[config.mk]
export PLATFORM = sky130hd
export DESIGN_NAME = pose_difference_velocity_estimator_top_flat
export DESIGN_NICKNAME = d
export VERILOG_FILES = /design/src/sv/pdve_pkg.sv /design/src/sv/pdve_in_if.sv /design/src/sv/pdve_out_if.sv /design/src/sv/pose_difference_velocity_estimator_top.sv /design/src/sv/pdve_front.sv /design/src/sv/pdve_fifo.sv /design/src/sv/pdve_back.sv /design/src/flat_wrapper.sv
export SDC_FILE = /design/constraint.sdc
export NUM_CORES = 2
export LEC_CHECK = 0
export ABC_CLOCK_PERIOD_IN_PS = 10300
export BUFFER_PORTS_ARGS = -buffer_cell sky130_fd_sc_hd__buf_4
export CAP_MARGIN = 20
export CORE_MARGIN = 3
export CORE_UTILIZATION = 45
export CTS_BUF_LIST = sky130_fd_sc_hd__clkbuf_8
export DETAILED_ROUTE_END_ITERATION = 7
export MAX_ROUTING_LAYER = met4
export PLACE_DENSITY = 0.66
export RECOVER_POWER = 50
export SYNTH_ARGS = -nofsm -noshare
export SYNTH_HDL_FRONTEND = slang
export SYNTH_SLANG_ARGS = --single-unit
[constraint.sdc]
create_clock -name clk_i -period 10.3 [get_ports clk_i]
set_input_delay 1.545 -clock clk_i [delete_from_list [all_inputs] [get_ports clk_i]]
set_output_delay 1.545 -clock clk_i [all_outputs]
set_load 0.01 [all_outputs]
[src/sv/pdve_pkg.sv]
// Shared types, constants and tables for the pose-difference velocity estimator.
package pdve_pkg;
  localparam int POS_W   = 32;
  localparam int ANG_W   = 16;
  localparam int TPS_W   = 30;
  localparam int TICK_W  = 24;
  localparam int OUT_W   = 32;
  localparam int DIFF_W  = POS_W + 1;
  localparam int DYAW_W  = ANG_W + 1;
  localparam int VEC_W   = POS_W + 8;
  localparam int Z_W     = 32;
  localparam int STEPS   = 30;
  localparam int STEP_W  = 5;
  localparam int GFRAC   = 30;
  localparam int ACC_W   = VEC_W + TPS_W + 1;
  localparam int QUO_W   = 32;

  localparam logic [TPS_W-1:0] TPS_RESET = 30'd1000000;
  localparam logic [30:0]      GAIN_Q30  = 31'd652032874;

  typedef struct packed {
    logic signed [DIFF_W-1:0] dx;
    logic signed [DIFF_W-1:0] dy;
    logic [ANG_W-1:0]         heading;
    logic signed [DYAW_W-1:0] dyaw;
    logic [TICK_W-1:0]        ticks;
  } job_t;

  typedef struct packed {
    logic full;
    logic empty;
  } fifo_stat_t;

  typedef enum logic [3:0] {
    ST_IDLE, ST_ROT, ST_GMUL, ST_GADD, ST_SSET, ST_SMUL, ST_SCHK, ST_SDIV, ST_PUSH
  } back_st_e;

  // atan(2^-i), pi = 2^31
  function automatic logic [Z_W-1:0] atan_lut(input logic [STEP_W-1:0] i);
    logic [Z_W-1:0] v;
    case (i)
      5'd0:  v = 32'h20000000;
      5'd1:  v = 32'h12E4051E;
      5'd2:  v = 32'h09FB385B;
      5'd3:  v = 32'h051111D4;
      5'd4:  v = 32'h028B0D43;
      5'd5:  v = 32'h0145D7E1;
      5'd6:  v = 32'h00A2F61E;
      5'd7:  v = 32'h00517C55;
      5'd8:  v = 32'h0028BE53;
      5'd9:  v = 32'h00145F2F;
      5'd10: v = 32'h000A2F98;
      5'd11: v = 32'h000517CC;
      5'd12: v = 32'h00028BE6;
      5'd13: v = 32'h000145F3;
      5'd14: v = 32'h0000A2FA;
      5'd15: v = 32'h0000517D;
      5'd16: v = 32'h000028BE;
      5'd17: v = 32'h0000145F;
      5'd18: v = 32'h00000A30;
      5'd19: v = 32'h00000518;
      5'd20: v = 32'h0000028C;
      5'd21: v = 32'h00000146;
      5'd22: v = 32'h000000A3;
      5'd23: v = 32'h00000051;
      5'd24: v = 32'h00000029;
      5'd25: v = 32'h00000014;
      5'd26: v = 32'h0000000A;
      5'd27: v = 32'h00000005;
      5'd28: v = 32'h00000003;
      5'd29: v = 32'h00000001;
      default: v = '0;
    endcase
    return v;
  endfunction
endpackage

[src/sv/pdve_in_if.sv]
// Pose sample channel.
interface pdve_in_if;
  logic                             valid;
  logic                             ready;
  logic signed [pdve_pkg::POS_W-1:0] pos_x;
  logic signed [pdve_pkg::POS_W-1:0] pos_y;
  logic signed [pdve_pkg::ANG_W-1:0] heading;
  logic [pdve_pkg::TICK_W-1:0]       elapsed_ticks;
  modport source (output valid, pos_x, pos_y, heading, elapsed_ticks, input ready);
  modport sink (input valid, pos_x, pos_y, heading, elapsed_ticks, output ready);
endinterface

[src/sv/pdve_out_if.sv]
// Velocity result channel.
interface pdve_out_if;
  logic                              valid;
  logic                              ready;
  logic signed [pdve_pkg::OUT_W-1:0] vel_forward;
  logic signed [pdve_pkg::OUT_W-1:0] vel_lateral;
  logic signed [pdve_pkg::OUT_W-1:0] turn_rate;
  modport source (output valid, vel_forward, vel_lateral, turn_rate, input ready);
  modport sink (input valid, vel_forward, vel_lateral, turn_rate, output ready);
endinterface

[src/sv/pose_difference_velocity_estimator_top.sv]
// Top level of the pose-difference velocity estimator.
//   channel  dir  handshake          payload
//   in_i     in   valid/ready        pos_x, pos_y, heading, elapsed_ticks
//   out_o    out  valid/ready        vel_forward, vel_lateral, turn_rate
//   cfg      in   cfg_we_i           cfg_wdata_i (ticks_per_second)
// Each sample after the first passes through the back end: 30 CORDIC steps, the gain
// multiply, then per output 30 shift-add multiply steps and a 32-step divide.
// The front takes samples at once while the two-entry queue has room.
// Reset clears the stored sample flag, the queue and the sequencer; tick rate
// resets to 1000000. A held result stalls only the last sequencer state.
module pose_difference_velocity_estimator_top (
  input  logic                       clk_i,
  input  logic                       rst_ni,
  input  logic                       cfg_we_i,
  input  logic [pdve_pkg::TPS_W-1:0] cfg_wdata_i,
  pdve_in_if.sink                    in_i,
  pdve_out_if.source                 out_o
);
  import pdve_pkg::*;

  logic [TPS_W-1:0] tps_q;
  job_t             fjob, bjob;
  fifo_stat_t       stat;
  logic             push, pop;

  always_ff @(posedge clk_i or negedge rst_ni) begin
    if (!rst_ni) tps_q <= TPS_RESET;
    else if (cfg_we_i) tps_q <= cfg_wdata_i;
  end

  pdve_front u_front (
    .clk_i, .rst_ni, .in_i, .stat_i(stat), .job_o(fjob), .push_o(push)
  );

  pdve_fifo u_fifo (
    .clk_i, .rst_ni, .push_i(push), .job_i(fjob), .pop_i(pop), .job_o(bjob), .stat_o(stat)
  );

  pdve_back u_back (
    .clk_i, .rst_ni, .job_i(bjob), .stat_i(stat), .tps_i(tps_q), .pop_o(pop), .out_o
  );

  a_no_push_full: assert property (@(posedge clk_i) disable iff (!rst_ni)
    push |-> !stat.full) else $error("push into full queue");
  a_no_pop_empty: assert property (@(posedge clk_i) disable iff (!rst_ni)
    pop |-> !stat.empty) else $error("pop from empty queue");
  a_pop_spaced: assert property (@(posedge clk_i) disable iff (!rst_ni)
    pop |=> !pop) else $error("back end took two jobs in a row");
endmodule

[src/sv/pdve_front.sv]
// Front end: takes pose samples, keeps the previous one, forms difference jobs.
module pdve_front (
  input  logic                 clk_i,
  input  logic                 rst_ni,
  pdve_in_if.sink              in_i,
  input  pdve_pkg::fifo_stat_t stat_i,
  output pdve_pkg::job_t       job_o,
  output logic                 push_o
);
  import pdve_pkg::*;

  logic                     have_q;
  logic signed [POS_W-1:0]  prev_x_q, prev_y_q;
  logic [ANG_W-1:0]         prev_h_q;
  logic                     acc;
  logic [ANG_W-1:0]         dh;

  assign in_i.ready = !stat_i.full;
  assign acc        = in_i.valid && in_i.ready;
  assign push_o     = acc && have_q;

  assign dh           = in_i.heading - prev_h_q;
  assign job_o.dx     = {in_i.pos_x[POS_W-1], in_i.pos_x} - {prev_x_q[POS_W-1], prev_x_q};
  assign job_o.dy     = {in_i.pos_y[POS_W-1], in_i.pos_y} - {prev_y_q[POS_W-1], prev_y_q};
  assign job_o.heading = in_i.heading;
  // half turn: -pi counts as +pi
  assign job_o.dyaw   = (dh == {1'b1, {(ANG_W-1){1'b0}}}) ? {2'b01, {(ANG_W-1){1'b0}}}
                                                          : {dh[ANG_W-1], dh};
  assign job_o.ticks  = (in_i.elapsed_ticks == '0) ? TICK_W'(1) : in_i.elapsed_ticks;

  always_ff @(posedge clk_i or negedge rst_ni) begin
    if (!rst_ni) begin
      have_q   <= 1'b0;
      prev_x_q <= '0;
      prev_y_q <= '0;
      prev_h_q <= '0;
    end else if (acc) begin
      have_q   <= 1'b1;
      prev_x_q <= in_i.pos_x;
      prev_y_q <= in_i.pos_y;
      prev_h_q <= in_i.heading;
    end
  end
endmodule

[src/sv/pdve_fifo.sv]
// Two-entry job queue between front and back.
module pdve_fifo (
  input  logic                 clk_i,
  input  logic                 rst_ni,
  input  logic                 push_i,
  input  pdve_pkg::job_t       job_i,
  input  logic                 pop_i,
  output pdve_pkg::job_t       job_o,
  output pdve_pkg::fifo_stat_t stat_o
);
  import pdve_pkg::*;

  job_t       mem_q [2];
  logic       wr_q, rd_q;
  logic [1:0] cnt_q;

  assign stat_o.full  = (cnt_q == 2'd2);
  assign stat_o.empty = (cnt_q == 2'd0);
  assign job_o        = mem_q[rd_q];

  always_ff @(posedge clk_i) begin
    if (push_i) mem_q[wr_q] <= job_i;
  end

  always_ff @(posedge clk_i or negedge rst_ni) begin
    if (!rst_ni) begin
      wr_q  <= 1'b0;
      rd_q  <= 1'b0;
      cnt_q <= '0;
    end else begin
      if (push_i) wr_q <= !wr_q;
      if (pop_i)  rd_q <= !rd_q;
      cnt_q <= cnt_q + 2'(push_i) - 2'(pop_i);
    end
  end
endmodule

[src/sv/pdve_back.sv]
// Back end: CORDIC rotation, gain correction, rate scaling and the output register.
module pdve_back (
  input  logic                     clk_i,
  input  logic                     rst_ni,
  input  pdve_pkg::job_t           job_i,
  input  pdve_pkg::fifo_stat_t     stat_i,
  input  logic [pdve_pkg::TPS_W-1:0] tps_i,
  output logic                     pop_o,
  pdve_out_if.source               out_o
);
  import pdve_pkg::*;

  back_st_e                 st_q, st_d;
  logic signed [VEC_W-1:0]  vx_q, vx_d, vy_q, vy_d;
  logic [Z_W-1:0]           z_q, z_d;
  logic [STEP_W-1:0]        step_q, step_d;
  logic [1:0]               ch_q, ch_d;
  logic [TICK_W-1:0]        ticks_q, ticks_d;
  logic signed [DYAW_W-1:0] dyaw_q, dyaw_d;
  logic [TPS_W-1:0]         tps_q, tps_d;
  logic signed [41:0]       phi_q, phi_d;
  logic [60:0]              plo_q, plo_d;
  logic [VEC_W-1:0]         mag_q, mag_d;
  logic                     neg_q, neg_d;
  logic [ACC_W-1:0]         acc_q, acc_d;
  logic [TICK_W-1:0]        rem_q, rem_d;
  logic [QUO_W-1:0]         quo_q, quo_d, num_q, num_d;
  logic                     sat_q, sat_d;
  logic [OUT_W-1:0]         res_q [3];
  logic [OUT_W-1:0]         res_d;
  logic                     res_we;
  logic                     ov_q, ov_d, load_out;

  logic [Z_W-1:0]           z0, zt;
  logic signed [VEC_W-1:0]  sx, sy, gv, dsel;
  logic signed [9:0]        ghi;
  logic signed [31:0]       gs;
  logic [60:0]              rnd;
  logic signed [41:0]       gsum;
  logic [25:0]              trial;
  logic [QUO_W-1:0]         quo_n, lim, total;

  assign out_o.valid       = ov_q;
  assign out_o.vel_forward = res_q[0];
  assign out_o.vel_lateral = res_q[1];
  assign out_o.turn_rate   = res_q[2];

  always_comb begin
    st_d = st_q; vx_d = vx_q; vy_d = vy_q; z_d = z_q; step_d = step_q; ch_d = ch_q;
    ticks_d = ticks_q; dyaw_d = dyaw_q; tps_d = tps_q; phi_d = phi_q; plo_d = plo_q;
    mag_d = mag_q; neg_d = neg_q; acc_d = acc_q; rem_d = rem_q; quo_d = quo_q;
    num_d = num_q; sat_d = sat_q; res_d = '0; res_we = 1'b0; pop_o = 1'b0;
    load_out = 1'b0;
    ov_d = ov_q && !out_o.ready;

    z0    = Z_W'(0) - {job_i.heading, {(Z_W-ANG_W){1'b0}}};
    zt    = z0 + 32'h4000_0000;
    sx    = vx_q >>> step_q;
    sy    = vy_q >>> step_q;
    gv    = ch_q[0] ? vy_q : vx_q;
    ghi   = gv[VEC_W-1:GFRAC];
    gs    = {1'b0, GAIN_Q30};
    rnd   = plo_q + 61'(1 << (GFRAC-1));
    gsum  = phi_q + $signed({11'b0, rnd[60:GFRAC]});
    dsel  = (ch_q == 2'd0) ? vx_q : (ch_q == 2'd1) ? vy_q : VEC_W'(dyaw_q);
    trial = {1'b0, rem_q, num_q[QUO_W-1]} - {2'b0, ticks_q};
    quo_n = {quo_q[QUO_W-2:0], !trial[25]};
    lim   = neg_q ? 32'h8000_0000 : 32'h7FFF_FFFF;
    total = (sat_q || quo_n > lim) ? lim : quo_n;

    case (st_q)
      ST_IDLE: begin
        if (!stat_i.empty) begin
          pop_o   = 1'b1;
          ticks_d = job_i.ticks;
          dyaw_d  = job_i.dyaw;
          tps_d   = tps_i;
          step_d  = '0;
          // fold headings beyond a quarter turn by negating the vector
          if (zt[Z_W-1]) begin
            vx_d = -VEC_W'(job_i.dx);
            vy_d = -VEC_W'(job_i.dy);
            z_d  = z0 + 32'h8000_0000;
          end else begin
            vx_d = VEC_W'(job_i.dx);
            vy_d = VEC_W'(job_i.dy);
            z_d  = z0;
          end
          st_d = ST_ROT;
        end
      end
      ST_ROT: begin
        if (!z_q[Z_W-1]) begin
          vx_d = vx_q - sy; vy_d = vy_q + sx; z_d = z_q - atan_lut(step_q);
        end else begin
          vx_d = vx_q + sy; vy_d = vy_q - sx; z_d = z_q + atan_lut(step_q);
        end
        step_d = step_q + 1'b1;
        if (step_q == STEP_W'(STEPS-1)) begin
          ch_d = '0;
          st_d = ST_GMUL;
        end
      end
      ST_GMUL: begin
        phi_d = 42'(ghi) * 42'(gs);
        plo_d = 61'(gv[GFRAC-1:0]) * 61'(GAIN_Q30);
        st_d  = ST_GADD;
      end
      ST_GADD: begin
        if (ch_q[0]) begin
          vy_d = gsum[VEC_W-1:0];
          ch_d = '0;
          st_d = ST_SSET;
        end else begin
          vx_d = gsum[VEC_W-1:0];
          ch_d = 2'd1;
          st_d = ST_GMUL;
        end
      end
      ST_SSET: begin
        neg_d  = dsel[VEC_W-1];
        mag_d  = dsel[VEC_W-1] ? VEC_W'(-dsel) : VEC_W'(dsel);
        acc_d  = '0;
        step_d = STEP_W'(TPS_W-1);
        st_d   = ST_SMUL;
      end
      ST_SMUL: begin
        // shift-add multiply, tick rate MSB first; last step adds half a divisor
        acc_d = {acc_q[ACC_W-2:0], 1'b0} + (tps_q[step_q] ? ACC_W'(mag_q) : '0);
        if (step_q == '0) begin
          acc_d = acc_d + ACC_W'(ticks_q >> 1);
          st_d  = ST_SCHK;
        end else begin
          step_d = step_q - 1'b1;
        end
      end
      ST_SCHK: begin
        sat_d  = (acc_q[ACC_W-1:QUO_W] >= (ACC_W-QUO_W)'(ticks_q));
        rem_d  = acc_q[QUO_W +: TICK_W];
        num_d  = acc_q[QUO_W-1:0];
        quo_d  = '0;
        step_d = STEP_W'(QUO_W-1);
        st_d   = ST_SDIV;
      end
      ST_SDIV: begin
        rem_d  = trial[25] ? {rem_q[TICK_W-2:0], num_q[QUO_W-1]} : trial[TICK_W-1:0];
        quo_d  = quo_n;
        num_d  = {num_q[QUO_W-2:0], 1'b0};
        step_d = step_q - 1'b1;
        if (step_q == '0) begin
          res_d  = neg_q ? -total : total;
          res_we = 1'b1;
          if (ch_q == 2'd2) st_d = ST_PUSH;
          else begin
            ch_d = ch_q + 1'b1;
            st_d = ST_SSET;
          end
        end
      end
      ST_PUSH: begin
        if (!ov_q || out_o.ready) begin
          load_out = 1'b1;
          ov_d     = 1'b1;
          st_d     = ST_IDLE;
        end
      end
      default: st_d = ST_IDLE;
    endcase
  end

  // results stage in a scratch set and move to the output register together
  logic [OUT_W-1:0] stage_q [3];

  always_ff @(posedge clk_i) begin
    vx_q <= vx_d; vy_q <= vy_d; z_q <= z_d; step_q <= step_d; ch_q <= ch_d;
    ticks_q <= ticks_d; dyaw_q <= dyaw_d; tps_q <= tps_d; phi_q <= phi_d; plo_q <= plo_d;
    mag_q <= mag_d; neg_q <= neg_d; acc_q <= acc_d; rem_q <= rem_d; quo_q <= quo_d;
    num_q <= num_d; sat_q <= sat_d;
    if (res_we) stage_q[ch_q] <= res_d;
    if (load_out) begin
      res_q[0] <= stage_q[0];
      res_q[1] <= stage_q[1];
      res_q[2] <= stage_q[2];
    end
  end

  always_ff @(posedge clk_i or negedge rst_ni) begin
    if (!rst_ni) begin
      st_q <= ST_IDLE;
      ov_q <= 1'b0;
    end else begin
      st_q <= st_d;
      ov_q <= ov_d;
    end
  end
endmodule
[src/flat_wrapper.sv]
// flat-port wrapper written by rule: the top's interface ports become plain ports
module pose_difference_velocity_estimator_top_flat import pdve_pkg::*;
  (clk_i, rst_ni, cfg_we_i, cfg_wdata_i, in_i_valid, in_i_pos_x, in_i_pos_y, in_i_heading, in_i_elapsed_ticks, in_i_ready, out_o_valid, out_o_vel_forward, out_o_vel_lateral, out_o_turn_rate, out_o_ready);
  pdve_in_if in_i_i ();
  pdve_out_if out_o_i ();
  input  logic clk_i;
  input  logic rst_ni;
  input  logic cfg_we_i;
  input  logic [pdve_pkg::TPS_W-1:0] cfg_wdata_i;
  input wire logic [$bits(in_i_i.valid)-1:0] in_i_valid;
  input wire logic [$bits(in_i_i.pos_x)-1:0] in_i_pos_x;
  input wire logic [$bits(in_i_i.pos_y)-1:0] in_i_pos_y;
  input wire logic [$bits(in_i_i.heading)-1:0] in_i_heading;
  input wire logic [$bits(in_i_i.elapsed_ticks)-1:0] in_i_elapsed_ticks;
  output wire logic [$bits(in_i_i.ready)-1:0] in_i_ready;
  output wire logic [$bits(out_o_i.valid)-1:0] out_o_valid;
  output wire logic [$bits(out_o_i.vel_forward)-1:0] out_o_vel_forward;
  output wire logic [$bits(out_o_i.vel_lateral)-1:0] out_o_vel_lateral;
  output wire logic [$bits(out_o_i.turn_rate)-1:0] out_o_turn_rate;
  input wire logic [$bits(out_o_i.ready)-1:0] out_o_ready;
  assign in_i_i.valid = in_i_valid;
  assign in_i_i.pos_x = in_i_pos_x;
  assign in_i_i.pos_y = in_i_pos_y;
  assign in_i_i.heading = in_i_heading;
  assign in_i_i.elapsed_ticks = in_i_elapsed_ticks;
  assign in_i_ready = in_i_i.ready;
  assign out_o_valid = out_o_i.valid;
  assign out_o_vel_forward = out_o_i.vel_forward;
  assign out_o_vel_lateral = out_o_i.vel_lateral;
  assign out_o_turn_rate = out_o_i.turn_rate;
  assign out_o_i.ready = out_o_ready;
  pose_difference_velocity_estimator_top u_core (.clk_i(clk_i), .rst_ni(rst_ni), .cfg_we_i(cfg_we_i), .cfg_wdata_i(cfg_wdata_i), .in_i(in_i_i), .out_o(out_o_i));
endmodule
Word-level counts from Yosys, hierarchy flattened
Memories as Yosys holds them, arrays and structs flattened. A register that Yosys moved wholly into a read port is not among the register bits.
Index checks and enable logic that the tools add are counted.
{ "classes": {"add_sub_neg": 26, "n_mul": 2, "n_lt_le_gt_ge": 3, "eq_ne": 22, "n_shift": 2, "muxes": 70, "bitwise": 1, "reduce_logical": 29} }
{ "op_table": {"columns": ["cell", "n"], "rows": [
  ["40-bit two-way mux", 12],
  ["32-bit two-way mux", 12],
  ["40-bit one-hot mux with 3 select lines", 2],
  ["71-bit one-hot mux with 2 select lines", 1],
  ["32-bit one-hot mux with 2 select lines", 2],
  ["40-bit adder", 2],
  ["33-bit negation with 40-bit output", 2],
  ["40-bit by 5-bit >>> shifter with 40-bit output", 2],
  ["40-bit subtractor", 2],
  ["71-bit by 23-bit adder with 71-bit output", 1],
  ["71-bit by 40-bit adder with 71-bit output", 1],
  ["71-bit two-way mux", 1],
  ["32-bit by 32-bit subtractor with 33-bit output", 2],
  ["31-bit one-hot mux with 2 select lines", 1],
  ["60-bit by 30-bit adder with 61-bit output (second input constant)", 1],
  ["30-bit by 29-bit multiplier with 59-bit output (second input constant)", 1],
  ["24-bit two-way mux", 2],
  ["24-bit one-hot mux with 2 select lines", 1],
  ["40-bit by 32-bit adder with 40-bit output", 1],
  ["40-bit negation", 1],
  ["39-bit by 24-bit greater-or-equal comparator with 1-bit output", 1],
  ["10-bit by 30-bit multiplier with 39-bit output (second input constant)", 1],
  ["39-bit two-way mux", 1],
  ["4-bit one-hot mux with 9 select lines", 1],
  ["48 further kinds", 101]
]} }
{ "word_totals": {"regBits": 608, "mem_bits_rw": 438, "rom_bits": 1920, "input_bits": 139, "output_inout_bits": 98, "wordCells": 188, "n_memories": 5} }
{ "mem_list": {"columns": ["name", "depth", "word_bits", "read_ports", "rd_ports_with_merged_regs", "wr", "line", "rtl"], "rows": [
  ["(no name shown)", 32, 30, 1, 1, 0, "pdve_pkg.sv:41", "case (i)"],
  ["(no name shown)", 32, 30, 1, 1, 0, "pdve_pkg.sv:41", null],
  ["u_core.u_fifo.mem_q", 2, 123, 1, 0, 1, "pdve_fifo.sv:13", "job_t mem_q [2];"],
  ["u_core.u_back.res_q", 3, 32, 3, 0, 3, "pdve_back.sv:29", "logic [OUT_W-1:0] res_q [3];"],
  ["u_core.u_back.stage_q", 3, 32, 3, 0, 1, "pdve_back.sv:172", "logic [OUT_W-1:0] stage_q [3];"]
]} }

Longest topological paths before layout
{ "depth": {"word_depth": 9, "depth_mapped": 36, "ltp_nobuf": 30} }

Modules after synthesis
Synthesis repeated with hierarchy kept, for this count alone.
{ "hier_totals": {"cells_unflattened": 8849, "area_unflattened_um2": 91302.6} }
{ "modules_own_cells": {"columns": ["module", "instances", "cells_per_inst", "area_per_inst_um2", "seq_area_each_um2"], "rows": [
  ["pdve_back", 1, 7439, 73315.3, 20304.5],
  ["pdve_fifo", 1, 398, 9313.9, 7487.2],
  ["pdve_front", 1, 949, 7429.6, 2026.9],
  ["pose_difference_velocity_estimator_top", 1, 63, 1243.7, 759.5]
]} }

Least setup slack after synthesis
Ideal clock, no wire load.
{ "synth_timing": {"path_type": "register -> register", "start": "reg u_core.u_back.ch_q[0]", "end": "reg u_core.u_back.plo_q[58] (data pin)", "setup_ps": 262, "t_arrival_ps": 8507, "t_required_ps": 10038, "slack_ps": 1531, "stages_incl_launch_ff": 29, "n_path_buf": 2, "synth_period_minus_slack_ps": 8769, "cell_sequence": "edfxtp_1 clkbuf_1 clkbuf_1 mux2i_1 fa_1 fa_1 inv_1 fa_1 inv_1 fa_1 inv_1 fa_1 fa_1 fa_1 inv_1 fa_1 inv_1 ha_1 a211oi_1 o221ai_1 o21ba_2 and3_1 o21ai_0 a21oi_1 o21ai_0 a211o_1 o21ai_0 o21bai_1 xor2_1"} }
{ "synth_via": {"elab_chain_cells": 2} }
{ "synth_lines": {"columns": ["item", "line", "rtl"], "rows": [
  ["from (decl)", "pdve_back.sv:17", "logic [1:0] ch_q, ch_d;"],
  ["from (signal assigned)", "pdve_back.sv:175", "vx_q <= vx_d; vy_q <= vy_d; z_q <= z_d; step_q <= step_d; ch_q <= ch_d;"],
  ["40-bit two-way mux", "pdve_back.sv:60", "gv = ch_q[0] ? vy_q : vx_q;"],
  ["30-bit by 29-bit multiplier with 59-bit output", "pdve_back.sv:106", "plo_d = 61'(gv[GFRAC-1:0]) * 61'(GAIN_Q30);"],
  ["to (signal assigned)", "pdve_back.sv:176", "ticks_q <= ticks_d; dyaw_q <= dyaw_d; tps_q <= tps_d; phi_q <= phi_d; plo_q <= plo_d;"],
  ["to (decl)", "pdve_back.sv:22", "logic [60:0] plo_q, plo_d;"]
]} }
No other way between the ends.
A chain may end at the register's enable or synchronous reset.

Worst setup path after layout
{ "layout_timing": {"start": "reg u_core.u_back.step_q[0]", "end": "reg u_core.u_back.acc_q[63] (data pin)"} }
{ "layout_via": {"elab_chain_cells": 7, "word_cells_on_any_way": 8, "classes_between": "add/sub: 2; mux: 5; reduce/logical: 1"} }
{ "layout_lines": {"columns": ["item", "line", "rtl"], "rows": [
  ["from (decl)", "pdve_back.sv:16", "logic [STEP_W-1:0] step_q, step_d;"],
  ["from (signal assigned)", "pdve_back.sv:175", null],
  ["1-bit binary-select mux with 5-bit select", "pdve_back.sv:129", "acc_d = {acc_q[ACC_W-2:0], 1'b0} + (tps_q[step_q] ? ACC_W'(mag_q) : '0);"],
  ["1-bit two-way mux (implied by the code)", "pdve_back.sv:129", null],
  ["40-bit two-way mux", "pdve_back.sv:129", null],
  ["71-bit by 40-bit adder with 71-bit output", "pdve_back.sv:129", null],
  ["71-bit by 23-bit adder with 71-bit output", "pdve_back.sv:131", "acc_d = acc_d + ACC_W'(ticks_q >> 1);"],
  ["71-bit two-way mux (*)", "pdve_back.sv:130", "if (step_q == '0) begin"],
  ["71-bit one-hot mux with 2 select lines (*)", "pdve_back.sv:71", "case (st_q)"],
  ["to (signal assigned)", "pdve_back.sv:177", "mag_q <= mag_d; neg_q <= neg_d; acc_q <= acc_d; rem_q <= rem_d; quo_q <= quo_d;"],
  ["to (decl)", "pdve_back.sv:25", "logic [ACC_W-1:0] acc_q, acc_d;"]
]} }
Mark *: on every way between the ends. The rest lies on a longest branch, timed or not. The select of a mux whose other input is x is not followed.

==> summary by stage <==
Cells and area
Once layout is done, the placed cells without fillers occupy around 100,000 µm². Relative to the synthesized area, the layout overhead comes to 9.46%. For this run, the number of standard cells in the final layout without fillers is 12,008.

In the final layout, the share of cells above drive strength 1 is 0.0993. Counting the fill cells in the layout gives 18,444. The number of nets in the finished design is ~11,000. The area occupied by registers is just over 30,000 µm². In the final layout, the multi-input gates occupy between 50,000 and 60,000 µm².

CTS
CTS built an H-tree with a depth of 4. The later pin in the worst-skew pair is clocked with a latency of slightly below 1 ns. The maximum clock path buffer count is 3. The number of gates resized after CTS was 0. Clock tree synthesis selected as its root buffer the cell clkbuf_8. The clock buffer count from CTS is between 150 and 200. The post-CTS clock slew at the launch and capture registers of the worst setup and hold paths is approximately 0.060 ns. The tree built by TritonCTS fans out to approximately 1,000 sinks. The TritonCTS clock tree is done.

Floorplanning
The core area is around 200,000 µm². The initial utilization of the core area, before any placement, comes to 0.454. The height of the die is between 400 and 500 µm. The number of placement rows is about 160. The die covers ~210,000 µm². The number of I/O pins is about 240. The floorplan step set the die width to ~460 µm.

Drt
The detail route stage leaves a number of antenna-violating nets equal to 0. For this block, the via count after detailed routing is ~70,000. For this run, design rule violations remaining after detail routing come to 0. Using the TritonRoute via totals, the vias-per-cell ratio works out to slightly below 6. The detailed router finished its first iteration with 6,174 violations. After detailed routing, the average wire length per cell comes to 23.7 µm. The overall routed net length is 284,000 µm. The number of iterations in the first detailed-routing pass is 6.

Timing
Across all hold checks on the routed design, the worst slack comes to a little over 0.4 ns. Setup repair after global routing left no endpoint under its margin. Timing would allow up to ~110 MHz. After routing, the total negative slack on setup checks comes to 0 ns. Setup violations remaining at the end of the flow were counted as 0. The worst slew margin relative to its limit is -2.76.

At the pin with the least slew margin, the transition time is ~5.6 ns. The final number of hold-violating endpoints is 0. The fraction of the cycle the final worst path needs is 0.919.

The number of max-slew violations in the final report is between 1,000 and 1,500. The clock arrives with between 0.07 and 0.08 ns of skew. The final critical-path required period is 9.47 ns.

Synth
The number of cells produced by synthesis is roughly 8,900. In this run the cell area of the synthesized design comes to about 90,000 µm². When the netlist entered floorplanning its net count stood at roughly 10,000. The count of different cell masters after synthesis is between 100 and 150. The library cell with the highest instance count after synthesis is inv_1. The total number of yosys warnings is 0. Dividing the synthesized area by the synthesized cell count gives around 10 µm². The most used flip-flop cell after synthesis is edfxtp_1. Of all cell types, the one taking the most synthesized area is edfxtp_1. The share of synthesized area in the top cell type comes to 0.296.

In the synthesized netlist, the cells that appear most often are inv_1 (911), edfxtp_1 (898), ha_1 (841). The number of synthesized register bits is ~1,000. Ranked by total cell area, the synthesized netlist is headed by edfxtp_1 (30%), fa_1 (12%), ha_1 (12%). The count of flip-flops with a built-in enable after synthesis is approximately 900.

The share of the Yosys chip area taken by registers is 0.336. Of all flip-flops after synthesis, the portion carrying an async set or reset was 0.115.

Pwr
The power density over the cells is 122 nW/µm². The post-layout total power is ~12 mW. The maximum resistive drop on vdd is 0.160 mV. Summed over all cells, the static leakage comes to approximately 42 nW.

Global routing
Entering global routing, the biggest net connects roughly 100 pins. The number of antenna violations at the first check in global routing is 15. The total track usage is 0.278. The number of global-route vias before repair is ~70,000. The first global-routing pass estimated between 400,000 and 500,000 µm of wire.

The total congestion overflow after global routing is 0.

Worst setup path
The critical path in this run is classified as reg2reg. The largest stage delay on the critical path is around 0.97 ns. In this run the worst path has a maximum fanout of 15. The register-to-register setup slack is about 0.83 ns.

At the worst endpoint, the arrival time is approximately 10 ns. The highest-delay cell along the critical path is nor4_2. The most used cell along the critical path is o21ai_0. STA classifies the critical path endpoint as a flop. At the worst endpoint, the required time is around 11 ns. STA classifies the critical path startpoint as a flop.

Min path
The min-delay analysis places its worst path in the category reg2reg.

Place
After detailed placement, the total cell area comes to ~96,000 µm². Once detailed placement completed, the half-perimeter wirelength came to 224,000 µm. After detailed placement, the design holds a cell count of approximately 12,000. In this run the tool buffered the top-level ports with ~240 buffer cells.

The routability congestion estimate is a little over 1.

Run
The tool flagged a number of max-cap violations equal to 22.

Status
The run finished, with violations left. The checks that failed: max-capacitance violations, max-slew violations.
-- metrics by stage --
stage,setup slack [ns],utilization
CTS,0.306,0.498
global route,0.340,0.497
finish,0.832,0.497
floorplan,1.53,-
global placement,0.633,0.479
detailed placement,0.383,0.479
-- per-layer routing --
layer / track usage / routed length [µm] / vias up
met1: 0.355 / 119000 / 34545
met4: 0.115 / 13700 / 0
met3: 0.0472 / 18500 / 590
met5: - / 0 / -
met2: 0.440 / 133000 / 2492
li1: - / - / 32433
-- flip-flops by register name, indices dropped and copies added (netlist names), 32 cells and up, named ones only --
name	cells
u_core.u_back.vy_q	40
u_core.u_front.prev_y_q	32
u_core.u_back.acc_q	71
u_core.u_back.mag_q	40
u_core.u_back.vx_q	40
u_core.u_front.prev_x_q	32
u_core.u_back.num_q	32
u_core.u_back.res_q	96
u_core.u_back.phi_q	39
u_core.u_fifo.mem_q	246
u_core.u_back.z_q	32
u_core.u_back.stage_q	96
-- logic make-up (layout without fill, tap and decap cells) --
logic type               Yosys count  in the layout  synth area share
multiplexers                     435            435            0.0652
AND/OR/NAND/NOR                 2314           2314             0.123
other                              0             14                 0
buffers and inverters           1247           1657            0.0534
AO/OA/AOI/OAI                   1922           1922             0.133
flip-flops                      1048           1048             0.336
XOR/XNOR                         594            594            0.0572
adder cells (fa/ha/maj)         1368           1368             0.232
-- report_power, final --
part	switching, mW	internal, mW	leakage [nW]
registers	0.178	5.39	9.39
logic	1.59	0.973	30.3
clock network	1.88	2.15	2.17
total	3.65	8.52	41.9
-- worst max-delay path: cells and delay by family, from the launching register on --
kind | cells | cell delay (ns)
AO/OA/AOI/OAI | 10 | 2.70
adder cells (fa/ha/maj) | 2 | 0.67
multiplexers | 3 | 1.68
XOR/XNOR | 1 | 0.21
flip-flops | 1 | 0.96
AND/OR/NAND/NOR | 9 | 2.65
buffers and inverters | 2 | 0.34
-- path summary, 6_finish.rpt --
| path | start | endpoint | cells after the start |
|---|---|---|---|
| hold / removal | u_core.u_back.stage_q[1][10] | u_core.u_back.res_q[0][42] | 0 |
| max in group asynchronous | rst_ni | u_core.u_front.prev_h_q[3] | 2 |
| setup / recovery | u_core.u_back.step_q[0] | u_core.u_back.acc_q[63] | 27 |
| hold reg to reg | u_core.u_back.stage_q[1][10] | u_core.u_back.res_q[0][42] | 0 |
| min in group asynchronous | rst_ni | u_core.tps_q[0] | 1 |
| setup reg to reg | u_core.u_back.step_q[0] | u_core.u_back.acc_q[63] | 27 |
-- layout make-up --
| class | instances | share of cell area |
|---|---|---|
| well taps | 2656 | 0.0334 |
| repair buffers | 392 | 0.0271 |
| flip-flops and latches | 1048 | 0.307 |
| diodes | 14 | 0.000352 |
| inverters | 916 | 0.0345 |
| multi-input cells | 6633 | 0.559 |
| clock inverters | 137 | 0.00954 |
| clock buffers | 212 | 0.0293 |
-- placed cells by master (no fill, tap or decap), drive strengths merged, types with 78 or more instances in the layout --
master  synthesis  layout
a21oi         608     608
clkbuf        211     283
nor3          184     184
xnor2         366     366
fa            527     527
nor2b         127     127
mux2          127     127
mux4          112     112
inv           913     974
and3          120     120
buf           120     321
edfxtp        898     898
mux2i         196     196
ha            841     841
nand2         692     692
nor2          568     568
a21o          182     182
o21a           97      97
nand4          78      78
o21ai         460     460
dfrtp         113     113
xor2          228     228
nand3         151     151
-- repair_timing --
action | 4_1_cts | 5_1_grt
setup endpoints to repair | 0 | 3
setup buffers | 0 | 8
hold buffers | 0 | 0
No activity file was read; power rests on OpenSTA's default activity.
